$ cat src/sv/pidc_pkg.sv
package pidc_pkg;

    typedef enum logic [2:0] {
        ST_IDLE,
        ST_MUL_GAIN,
        ST_MUL_RECIP,
        ST_MUL_HUND,
        ST_FIX,
        ST_DONE
    } state_t;

    typedef enum logic [1:0] {
        TERM_P,
        TERM_I,
        TERM_D
    } term_t;

    localparam int CFG_INDEX_W = 8;
    localparam logic [CFG_INDEX_W-1:0] REG_KP_GAIN      = 8'd0;
    localparam logic [CFG_INDEX_W-1:0] REG_KI_GAIN      = 8'd1;
    localparam logic [CFG_INDEX_W-1:0] REG_KD_GAIN      = 8'd2;
    localparam logic [CFG_INDEX_W-1:0] REG_INTEGRAL_CAP = 8'd3;

    localparam int MUL_W = 32;

    // Truncating divide by 100: q0 = (m * floor(2^37 / 100)) >> 37 is exact or
    // one short for any magnitude below 2^31.
    localparam int                DIV_SCALE   = 100;
    localparam int                RECIP_SHIFT = 37;
    localparam logic [MUL_W-1:0]  RECIP       = 32'd1374389534;
    localparam int                QUOT_W      = 2 * MUL_W - RECIP_SHIFT;

    localparam logic signed [15:0] CORR_SAT     = 16'sd100;
    localparam logic signed [23:0] DRIVE_STEP   = 24'sd120;
    localparam logic signed [14:0] DRIVE_LIMIT  = 15'sd12000;

endpackage

$ cat src/sv/pid_controller_step.sv
// Discrete PID controller step for one control channel.
//
// Input channel (s_*): one transaction per control tick carries a setpoint and
// a measured value. The error is setpoint minus measured; the integral input is
// the wrapped sum of the three errors held before the tick, and the derivative
// input is the new error minus the previous one.
// Result channel (m_*): one transaction per tick carries the 16-bit correction
// (P + I + D, each gain*value/100 truncated toward zero, I clamped to +-cap if
// nonzero) and the drive in millivolts, -120 * correction saturated to +-12000.
// Configuration channel (cfg_*): writes kp, ki, kd and the integral cap. It is
// always ready; writes to unknown indexes are ignored.
//
// The three terms go one after another through a single 32x32 multiplier,
// each through the steps gain product, reciprocal product, back-multiply by
// 100 and correction step. A new tick is taken only once the result is done.
// The block is not ready while a tick is being worked on.
//
// Reset (aresetn low, synchronous) clears the gains, the cap, the error history
// and the result valid. A stalled receiver holds the result in the output
// register; the block still takes and computes the next tick, and then waits
// with that result until the held one has been taken.
module pid_controller_step (
    input  logic        aclk,
    input  logic        aresetn,

    input  logic        s_tvalid,
    output logic        s_tready,
    input  logic [31:0] s_tdata,   // [15:0] setpoint, [31:16] measured

    output logic        m_tvalid,
    input  logic        m_tready,
    output logic [31:0] m_tdata,   // [15:0] correction, [30:16] drive_mv, [31] zero

    input  logic                              cfg_valid,
    output logic                              cfg_ready,
    input  logic [pidc_pkg::CFG_INDEX_W-1:0]  cfg_index,
    input  logic [15:0]                       cfg_data
);

    pidc_pkg::state_t state_reg, state_next;
    pidc_pkg::term_t  term_reg;

    logic signed [15:0] kp_reg, ki_reg, kd_reg;
    logic [6:0]         cap_reg;

    logic signed [15:0] e0_reg, e1_reg, e2_reg;
    logic signed [15:0] window_reg, diff_reg;
    logic signed [15:0] acc_reg;
    logic               neg_reg;
    logic [30:0]        mag_reg;
    logic [pidc_pkg::QUOT_W-1:0] q_reg;

    logic        m_tvalid_reg;
    logic [31:0] m_tdata_reg;

    logic [pidc_pkg::MUL_W-1:0]   mul_a, mul_b;
    logic [2*pidc_pkg::MUL_W-1:0] mul_p;

    logic signed [15:0] cur_value, cur_gain;
    logic [16:0]        value_abs, gain_abs;
    logic               s_accept, out_free;

    logic signed [15:0] sp_in, ms_in, err_in;
    logic [31:0]        rem;
    logic [pidc_pkg::QUOT_W-1:0] q_fixed;
    logic signed [15:0] term_raw, term_val, cap_s;

    logic signed [23:0] drive_prod;
    logic signed [14:0] drive_val;

    pidc_mul u_mul (
        .aclk  (aclk),
        .a     (mul_a),
        .b     (mul_b),
        .p_reg (mul_p)
    );

    assign s_accept  = s_tvalid && s_tready;
    assign out_free  = !m_tvalid_reg || m_tready;
    assign cfg_ready = 1'b1;

    assign sp_in  = s_tdata[15:0];
    assign ms_in  = s_tdata[31:16];
    assign err_in = sp_in - ms_in;

    // Operands of the term now in the multiplier.
    always_comb begin
        unique case (term_reg)
            pidc_pkg::TERM_P: begin
                cur_value = e0_reg;
                cur_gain  = kp_reg;
            end
            pidc_pkg::TERM_I: begin
                cur_value = window_reg;
                cur_gain  = ki_reg;
            end
            pidc_pkg::TERM_D: begin
                cur_value = diff_reg;
                cur_gain  = kd_reg;
            end
            default: begin
                cur_value = '0;
                cur_gain  = '0;
            end
        endcase
    end

    assign value_abs = cur_value[15] ? (17'd0 - {1'b1, cur_value}) : {1'b0, cur_value};
    assign gain_abs  = cur_gain[15]  ? (17'd0 - {1'b1, cur_gain})  : {1'b0, cur_gain};

    // Correction step of the divide: the reciprocal quotient is at most one short.
    assign rem     = {1'b0, mag_reg} - mul_p[31:0];
    assign q_fixed = (rem >= 32'(pidc_pkg::DIV_SCALE)) ? q_reg + 1'b1 : q_reg;
    assign term_raw = neg_reg ? (16'sd0 - $signed(q_fixed[15:0])) : $signed(q_fixed[15:0]);
    assign cap_s    = $signed({9'd0, cap_reg});

    always_comb begin
        term_val = term_raw;
        if (term_reg == pidc_pkg::TERM_I && cap_reg != 7'd0) begin
            priority if (term_raw > cap_s) begin
                term_val = cap_s;
            end else if (term_raw < -cap_s) begin
                term_val = -cap_s;
            end else begin
                term_val = term_raw;
            end
        end
    end

    // Drive voltage; -120 * correction is exact, so only saturation is needed.
    assign drive_prod = 24'(acc_reg) * pidc_pkg::DRIVE_STEP;
    always_comb begin
        priority if (acc_reg > pidc_pkg::CORR_SAT) begin
            drive_val = -pidc_pkg::DRIVE_LIMIT;
        end else if (acc_reg < -pidc_pkg::CORR_SAT) begin
            drive_val = pidc_pkg::DRIVE_LIMIT;
        end else begin
            drive_val = 15'(24'sd0 - drive_prod);
        end
    end

    // Next-state logic.
    always_comb begin
        state_next = state_reg;
        unique case (state_reg)
            pidc_pkg::ST_IDLE: begin
                if (s_tvalid) begin
                    state_next = pidc_pkg::ST_MUL_GAIN;
                end
            end
            pidc_pkg::ST_MUL_GAIN:  state_next = pidc_pkg::ST_MUL_RECIP;
            pidc_pkg::ST_MUL_RECIP: state_next = pidc_pkg::ST_MUL_HUND;
            pidc_pkg::ST_MUL_HUND:  state_next = pidc_pkg::ST_FIX;
            pidc_pkg::ST_FIX: begin
                if (term_reg == pidc_pkg::TERM_D) begin
                    state_next = pidc_pkg::ST_DONE;
                end else begin
                    state_next = pidc_pkg::ST_MUL_GAIN;
                end
            end
            pidc_pkg::ST_DONE: begin
                if (out_free) begin
                    state_next = pidc_pkg::ST_IDLE;
                end
            end
            default: state_next = pidc_pkg::ST_IDLE;
        endcase
    end

    // Outputs of the sequencer: handshake and multiplier operands.
    always_comb begin
        s_tready = 1'b0;
        mul_a    = '0;
        mul_b    = '0;
        unique case (state_reg)
            pidc_pkg::ST_IDLE: s_tready = 1'b1;
            pidc_pkg::ST_MUL_GAIN: begin
                mul_a = 32'(value_abs);
                mul_b = 32'(gain_abs);
            end
            pidc_pkg::ST_MUL_RECIP: begin
                mul_a = {1'b0, mul_p[30:0]};
                mul_b = pidc_pkg::RECIP;
            end
            pidc_pkg::ST_MUL_HUND: begin
                mul_a = 32'(mul_p[2*pidc_pkg::MUL_W-1:pidc_pkg::RECIP_SHIFT]);
                mul_b = 32'(pidc_pkg::DIV_SCALE);
            end
            pidc_pkg::ST_FIX, pidc_pkg::ST_DONE: begin
            end
            default: begin
            end
        endcase
    end

    // Control state, configuration and error history.
    always_ff @(posedge aclk) begin
        if (!aresetn) begin
            state_reg    <= pidc_pkg::ST_IDLE;
            term_reg     <= pidc_pkg::TERM_P;
            kp_reg       <= '0;
            ki_reg       <= '0;
            kd_reg       <= '0;
            cap_reg      <= '0;
            e0_reg       <= '0;
            e1_reg       <= '0;
            e2_reg       <= '0;
            m_tvalid_reg <= 1'b0;
        end else begin
            state_reg <= state_next;

            if (cfg_valid) begin
                unique case (cfg_index)
                    pidc_pkg::REG_KP_GAIN:      kp_reg  <= cfg_data;
                    pidc_pkg::REG_KI_GAIN:      ki_reg  <= cfg_data;
                    pidc_pkg::REG_KD_GAIN:      kd_reg  <= cfg_data;
                    pidc_pkg::REG_INTEGRAL_CAP: cap_reg <= cfg_data[6:0];
                    default: begin
                    end
                endcase
            end

            if (s_accept) begin
                e2_reg   <= e1_reg;
                e1_reg   <= e0_reg;
                e0_reg   <= err_in;
                term_reg <= pidc_pkg::TERM_P;
            end else if (state_reg == pidc_pkg::ST_FIX) begin
                unique case (term_reg)
                    pidc_pkg::TERM_P: term_reg <= pidc_pkg::TERM_I;
                    pidc_pkg::TERM_I: term_reg <= pidc_pkg::TERM_D;
                    default:          term_reg <= pidc_pkg::TERM_P;
                endcase
            end

            if (state_reg == pidc_pkg::ST_DONE && out_free) begin
                m_tvalid_reg <= 1'b1;
            end else if (m_tready) begin
                m_tvalid_reg <= 1'b0;
            end
        end
    end

    // Datapath registers.
    always_ff @(posedge aclk) begin
        if (s_accept) begin
            window_reg <= e0_reg + e1_reg + e2_reg;
            diff_reg   <= err_in - e0_reg;
            acc_reg    <= '0;
        end
        if (state_reg == pidc_pkg::ST_MUL_GAIN) begin
            neg_reg <= cur_value[15] ^ cur_gain[15];
        end
        if (state_reg == pidc_pkg::ST_MUL_RECIP) begin
            mag_reg <= mul_p[30:0];
        end
        if (state_reg == pidc_pkg::ST_MUL_HUND) begin
            q_reg <= mul_p[2*pidc_pkg::MUL_W-1:pidc_pkg::RECIP_SHIFT];
        end
        if (state_reg == pidc_pkg::ST_FIX) begin
            acc_reg <= acc_reg + term_val;
        end
        if (state_reg == pidc_pkg::ST_DONE && out_free) begin
            m_tdata_reg <= {1'b0, drive_val, acc_reg};
        end
    end

    assign m_tvalid = m_tvalid_reg;
    assign m_tdata  = m_tdata_reg;

endmodule

$ cat src/sv/pidc_mul.sv
module pidc_mul (
    input  logic                          aclk,
    input  logic [pidc_pkg::MUL_W-1:0]    a,
    input  logic [pidc_pkg::MUL_W-1:0]    b,
    output logic [2*pidc_pkg::MUL_W-1:0]  p_reg
);

    // Unsigned multiplier with a registered product; signs are handled outside.
    always_ff @(posedge aclk) begin
        p_reg <= a * b;
    end

endmodule

$ cat config.mk
export PLATFORM = sky130hd
export DESIGN_NAME = pid_controller_step
export DESIGN_NICKNAME = d
export VERILOG_FILES = /design/src/sv/pidc_pkg.sv /design/src/sv/pid_controller_step.sv /design/src/sv/pidc_mul.sv
export SDC_FILE = /design/constraint.sdc
export NUM_CORES = 2
export LEC_CHECK = 0
export BUFFER_PORTS_ARGS = -buffer_cell sky130_fd_sc_hd__clkbuf_2
export CORE_MARGIN = 2
export CORE_UTILIZATION = 60
export DETAILED_ROUTE_END_ITERATION = 8
export MAX_ROUTING_LAYER = met4
export PLACE_DENSITY_LB_ADDON = 0.12
export SYNTH_ARGS = -nofsm -noshare
export SYNTH_HDL_FRONTEND = slang
export SYNTH_SLANG_ARGS = --single-unit
export TNS_END_PERCENT = 50
$ cat constraint.sdc
create_clock -name aclk -period 13.6 [get_ports aclk]
set_input_delay 0.68 -clock aclk [delete_from_list [all_inputs] [get_ports aclk]]
set_output_delay 0.68 -clock aclk [all_outputs]
set_load 0.01 [all_outputs]
Yosys cells after proc, flatten, opt, wreduce, memory -nomap -nowiden
Index checks and enable logic that the tools add are counted.
{"block": "totals", "ff_bits": 298, "inputBits": 61, "output_inout_bits": 35, "wordCells": 93}
{"block": "classes", "n_addsub": 12, "mul": 2, "order_cmp": 5, "eq_ne": 12, "n_mux": 22, "bitwise_logic": 2, "n_reduce_logical": 18}
{"op": "31-bit case mux with 3 select lines", "count": 2}
{"op": "16-bit 2-to-1 mux", "count": 7}
{"op": "16-bit case mux with 3 select lines", "count": 2}
{"op": "31-bit by 31-bit multiplier with 62-bit output", "count": 1}
{"op": "16-bit adder", "count": 3}
{"op": "17-bit 2-to-1 mux", "count": 2}
{"op": "1-bit by 17-bit subtractor with 17-bit output (first input constant)", "count": 2}
{"op": "32-bit by 7-bit greater-or-equal comparator with 1-bit output (second input constant)", "count": 1}
{"op": "16-bit subtractor", "count": 2}
{"op": "31-bit by 32-bit subtractor with 32-bit output", "count": 1}
{"op": "3-bit case mux with 6 select lines", "count": 1}
{"op": "16-bit by 1-bit adder with 16-bit output (second input constant)", "count": 1}
{"op": "8-bit by 2-bit == test with 1-bit output (second input constant)", "count": 2}
{"op": "16-bit by 8-bit greater-than comparator with 1-bit output", "count": 1}
{"op": "16-bit by 8-bit greater-than comparator with 1-bit output (second input constant)", "count": 1}
{"op": "16-bit < comparator", "count": 1}
{"op": "16-bit by 8-bit < comparator with 1-bit output (second input constant)", "count": 1}
{"op": "16-bit by 5-bit multiplier with 12-bit output (second input constant)", "count": 1}
{"op": "7-bit negation with 16-bit output", "count": 1}
{"op": "1-bit by 16-bit subtractor with 16-bit output (first input constant)", "count": 1}
{"op": "15-bit 2-to-1 mux", "count": 1}
{"op": "1-bit by 15-bit subtractor with 15-bit output (first input constant)", "count": 1}
{"op": "2-bit AND reduction", "count": 5}
{"op": "3-bit 2-to-1 mux", "count": 3}
{"op": "20 further kinds", "count": 29}

Depth between registers and ports, before layout
{"block": "depth", "word_depth": 11, "depth_mapped": 57, "depth_no_buf": 52}

Cells and area by module
Synthesis repeated with hierarchy kept, for this count alone.
{"block": "hier_totals", "hier_cells": 5840, "area_unflattened_um2": 52770.6}
{"module": "pidc_mul", "n_inst": 1, "cells_each": 3755, "area_per_inst_um2": 34539.4, "seq_area_each_um2": 1281.2}
{"module": "pid_controller_step", "n_inst": 1, "cells_each": 2085, "area_per_inst_um2": 18231.2, "seq_area_each_um2": 5905.7}

Worst setup path after synthesis
OpenSTA, ideal clock, no wires.
{"block": "synth_timing", "kind": "reg-to-reg", "startpoint": "reg term_reg[1]", "endpoint": "reg u_mul.p_reg[60] in the netlist's numbering", "setup_ns": 0.118, "arrival_time_ns": 10.739, "slack_ns": 2.743, "stages_incl_launch_ff": 40, "n_path_buf": 4, "cell_sequence": "dfxtp_1 -> clkbuf_1 -> buf_1 -> clkbuf_1 -> buf_1 -> mux2i_1 -> o21ai_0 -> nor3_1 -> nor2_1 -> xor2_1 -> a221oi_1 -> nor3_1 -> fa_1 -> inv_1 -> fa_1 -> fa_1 -> fa_1 -> inv_1 -> [4 not listed] -> fa_1 -> inv_1 -> ha_1 -> and3_1 -> nand2_1 -> or3_1 -> o211a_1 -> o31ai_1 -> a21oi_1 -> o21ai_0 -> a21bo_2 -> a41oi_1 -> a21oi_1 -> a211oi_1 -> o21ai_0 -> a21o_1 -> a21oi_1 -> xnor2_1"}
{"block": "synth_via", "elab_chain_len": 6, "elab_cells_between_ends": 12, "cone_classes": "add/sub: 2; mul: 1; eq/ne: 2; mux: 6; reduce/logical: 1"}
{"element": "from (decl)", "line": "pid_controller_step.sv:41", "rtl": "pidc_pkg::term_t term_reg;"}
{"element": "from (signal assigned)", "line": "pid_controller_step.sv:200", "rtl": "term_reg <= pidc_pkg::TERM_P;"}
{"element": "from (signal assigned)", "line": "pid_controller_step.sv:227", "rtl": "term_reg <= pidc_pkg::TERM_P;"}
{"element": "from (signal assigned)", "line": "pid_controller_step.sv:230", "rtl": "pidc_pkg::TERM_P: term_reg <= pidc_pkg::TERM_I;"}
{"element": "2-bit == test, or another cell as far along", "line": "pid_controller_step.sv:88", "rtl": "unique case (term_reg)"}
{"element": "16-bit case mux with 3 select lines", "line": "pid_controller_step.sv:88"}
{"element": "1-bit by 17-bit subtractor with 17-bit output (on tied branches)", "line": "pid_controller_step.sv:108, pid_controller_step.sv:109"}
{"element": "17-bit 2-to-1 mux (on tied branches)", "line": "pid_controller_step.sv:108, pid_controller_step.sv:109"}
{"element": "31-bit case mux with 3 select lines", "line": "pid_controller_step.sv:175", "rtl": "unique case (state_reg)"}
{"element": "31-bit by 31-bit multiplier with 62-bit output (*)", "line": "pidc_mul.sv:10", "rtl": "p_reg <= a * b;"}
{"element": "to (signal assigned)", "line": "pidc_mul.sv:10"}
{"element": "to (decl)", "line": "pidc_mul.sv:5", "rtl": "output logic [2*pidc_pkg::MUL_W-1:0] p_reg"}
Mark *: on every way between the ends. The rest lies on a longest branch, timed or not.
A chain may end at the register's enable or synchronous reset.

Final worst setup path
Same ends and word-level chain as after synthesis.

==> summary.md <==
| Metric | Value |
|---|---|
| Status | completed |
| CTS Hold Buffers Added | 0 |
| Post-route cell area | 46,800 µm² |
| WL/cell | 19.2 µm |
| Post-synth design cell area | 43,700 µm² |
| Final period utilization | 93.9% |
| Total gr overflow | 0 |
| Met3 Resource Use GR | 5.31% |
| Multiplexer share of the synthesized area | 2.40% |
| DPL Wire Length | 93,300 µm |
| Critical Path RT | 14.07 ns |
| R2R depth | 41 |
| Clock slew at reported path FFs | 0.06 ns |
| Synth Area in Adders | 46.2% |
| Most frequent CP cell | fa_1 |
| DR vias | 32,069 |
| Busiest grt layer | met2 |
| Seq cells post-synth | 290 |
| Most numerous cell in the Yosys netlist | inv_1 |
| RD Place Congestion | 0.991 |
| Post-synth ARST share | 0% |
| Number of global-route vias before repair | 33,039 |
| Hold path start | cfg_data[14] |
| Core footprint | 71,700 µm² |
| Setup ws final | 0.825 ns |
| CP arrival | 13.25 ns |
| Hold Path End | kd_reg[14] |
| Ranking of synthesized cells by area | fa_1 32%, ha_1 15%, inv_1 8.8%, edfxtp_1 8.5%, dfxtp_1 7.6% |
| Fmax | 78.3 MHz |
| Synth Area in Simple Gates | 11.6% |
| Via density | 5.51 |
| Reg-to-Reg End | u_mul.p_reg[60] |
| Fin Setup TNS | 0 ns |
| Reg-to-reg slack, setup | 0.82 ns |
| Final #Nets | 6,099 |
| Gr usage total | 32.1% |
| Post-synth EDFFs | 124 |
| Cts bufs inserted | 35 |
| GRT met2 Usage | 51.1% |
| DRT iter0 DRCs | 2,338 |
| Met1 Use GR | 43.0% |
| Largest register FFs | 57 |
| DRT Wirelength | 112,000 µm |
| Die boundary width | 274 µm |
| First-pass GRT wire length | 180,000 µm |
| Unique masters post-synth | 94 |
| Crit path from | term_reg[1] |
| Critical path endpoint category | flip-flop |
| # Max-Cap Violations | 0 |
| Setup Slack @ Placement | 1.11 ns |
| CTS max path bufs | 3 |
| Initial Util | 60.9% |
| Compound-cell area share of the yosys netlist | 9.75% |
| Slowest CP cell | a221oi_1 |
| CP max stage delay | 0.85 ns |
| Hold Crit Class | in -> reg |
| Sink Count | 290 |
| Min Tclk post-route | 12.78 ns |
| Fin. max-slew vios | 0 |
| Combinational family with the most area after synthesis | adder cells |
| Largest net degree at the start of global routing | 109 |
| Area leader, netlist | fa_1 |
| Area grow syn2layout | 7.14% |
| Max rail drop VDD | 353 µV |
| Syn_area_per_cell | 9.33 µm² |
| CTS tree | yes |
| Worst skew pair latency | 0.56 ns |
| Post-synth top area share | 31.6% |
| Cells after Synth | 4,679 |
| Post-synth top cells | 1,028 x inv_1, 689 x fa_1, 508 x ha_1, 426 x nand2_1, 304 x nor2_1 |
| PwrDens | 221 nW/µm² |
| Initial antenna violation count | 2 |
| Slew headroom | 11.0% |
| # rows | 98 |
| IO Pins | 96 |
| XOR/XNOR share of the synthesized area | 3.83% |
| DRC viols | 0 |
| Die ar. | 74,900 µm² |
| Synth Flop Type | dfxtp_1 |
| Placed Area | 45,600 µm² |
| Worst-case clock skew | 0.0333 ns |
| Post-cts resize count | 0 |
| Synth warn | 0 |
| Seq/Total Area, Yosys | 16.1% |
| Pleak | 24.0 nW |
| DR pass1 iterations | 8 |
| Hold path depth | 3 |
| Final-report hold violation count | 0 |
| RSZ-0062 raised after global routing | no |
| H-tree lvl count | 2 |
| Finished Core Util | 65.2% |
| Final setup viols | 0 |
| Number of routed nets with antenna violations | 0 |
| Reg2reg start | term_reg[1] |
| Root Buffer | clkbuf_16 |
| Worst setup SP type | flip-flop |
| Post-CTS Setup Inserts | 0 |
| Worst Tran Pin Value | 1.33 ns |
| DIE HEIGHT | 274 µm |
| Maximum fanout along the worst path | 27 |
| IO Port Bufs | 90 |
| Fraction of layout cells with a size suffix above 1 | 5.26% |
| Crit Path Category | reg -> reg |
## critical path: cells and delay by family (launching register included)
| kind | cells | cell delay, ns |
|---|---|---|
| muxes | 1 | 0.25 |
| DFF | 1 | 0.82 |
| xor gates and xnor gates | 2 | 0.32 |
| adders and majority gates | 9 | 4.26 |
| buffers and inverters | 5 | 0.64 |
| AOI/OAI and AO/OA | 20 | 5.41 |
| and+or+nand+nor | 4 | 0.97 |
## power breakdown
part,internal (W),switching (W)
sequential,0.00117,0.000139
clock,0.000550,0.000384
combinational,0.00322,0.00488
## worst max path at each step
| stage | end | slack [ns] | depth (start not counted) |
|---|---|---|---|
| after CTS | u_mul.p_reg[60] | 1.06 | 41 |
| after global placement | u_mul.p_reg[60] | 1.32 | 41 |
| final | u_mul.p_reg[60] | 0.82 | 41 |
| after detailed placement | u_mul.p_reg[60] | 1.11 | 41 |
| after global routing | u_mul.p_reg[60] | 0.06 | 41 |
| after floorplan | u_mul.p_reg[60] | 2.74 | 39 |
## cell usage in the layout, fill, tap and decap left out, drive strengths merged, types with 77 or more instances in the layout
cell and instances:
a21oi 179, clkbuf 141, conb 122, dfxtp 166, edfxtp 124, fa 689, ha 508, inv 1033
mux2i 99, nand2 426, nor2 304, nor2b 77, o21ai 115, xnor2 127
## final cells by class
type / instances / area (µm²)
antenna: 1 / 2.50
clock buffer: 51 / 1030
clock inverter: 12 / 108
fill: 6100 / 25000
inverter: 1030 / 3870
multi-input combinational: 3340 / 32700
sequential: 290 / 7050
tap: 950 / 1190
timing repair buffer: 144 / 856
## routing by layer
metal	wire [µm]	part of all wire [%]
met5	0	0
met1	49000	44
met4	3230	2.9
met2	52200	47
met3	7430	6.6
## through the flow
step | hold WS [ns] | total power (W) | std cells
after detailed placement | 0.416 | 0.00930 | 5754
after floorplan | 0.406 | 0.00701 | 4799
after global routing | 0.431 | 0.0114 | 5818
after CTS | 0.403 | 0.0103 | 5817
after global placement | 0.417 | 0.00916 | 5754
final | 0.420 | 0.0103 | 5818
## kinds of logic (layout without fill, tap and decap cells)
group	after synthesis	after routing
and+or+nand+nor	1099	1099
other	2	123
xor gates and xnor gates	191	191
adders and majority gates	1197	1197
DFF	290	290
buffers and inverters	1169	1237
muxes	104	104
AOI/OAI and AO/OA	627	627
No activity file was read; power rests on OpenSTA's default activity.
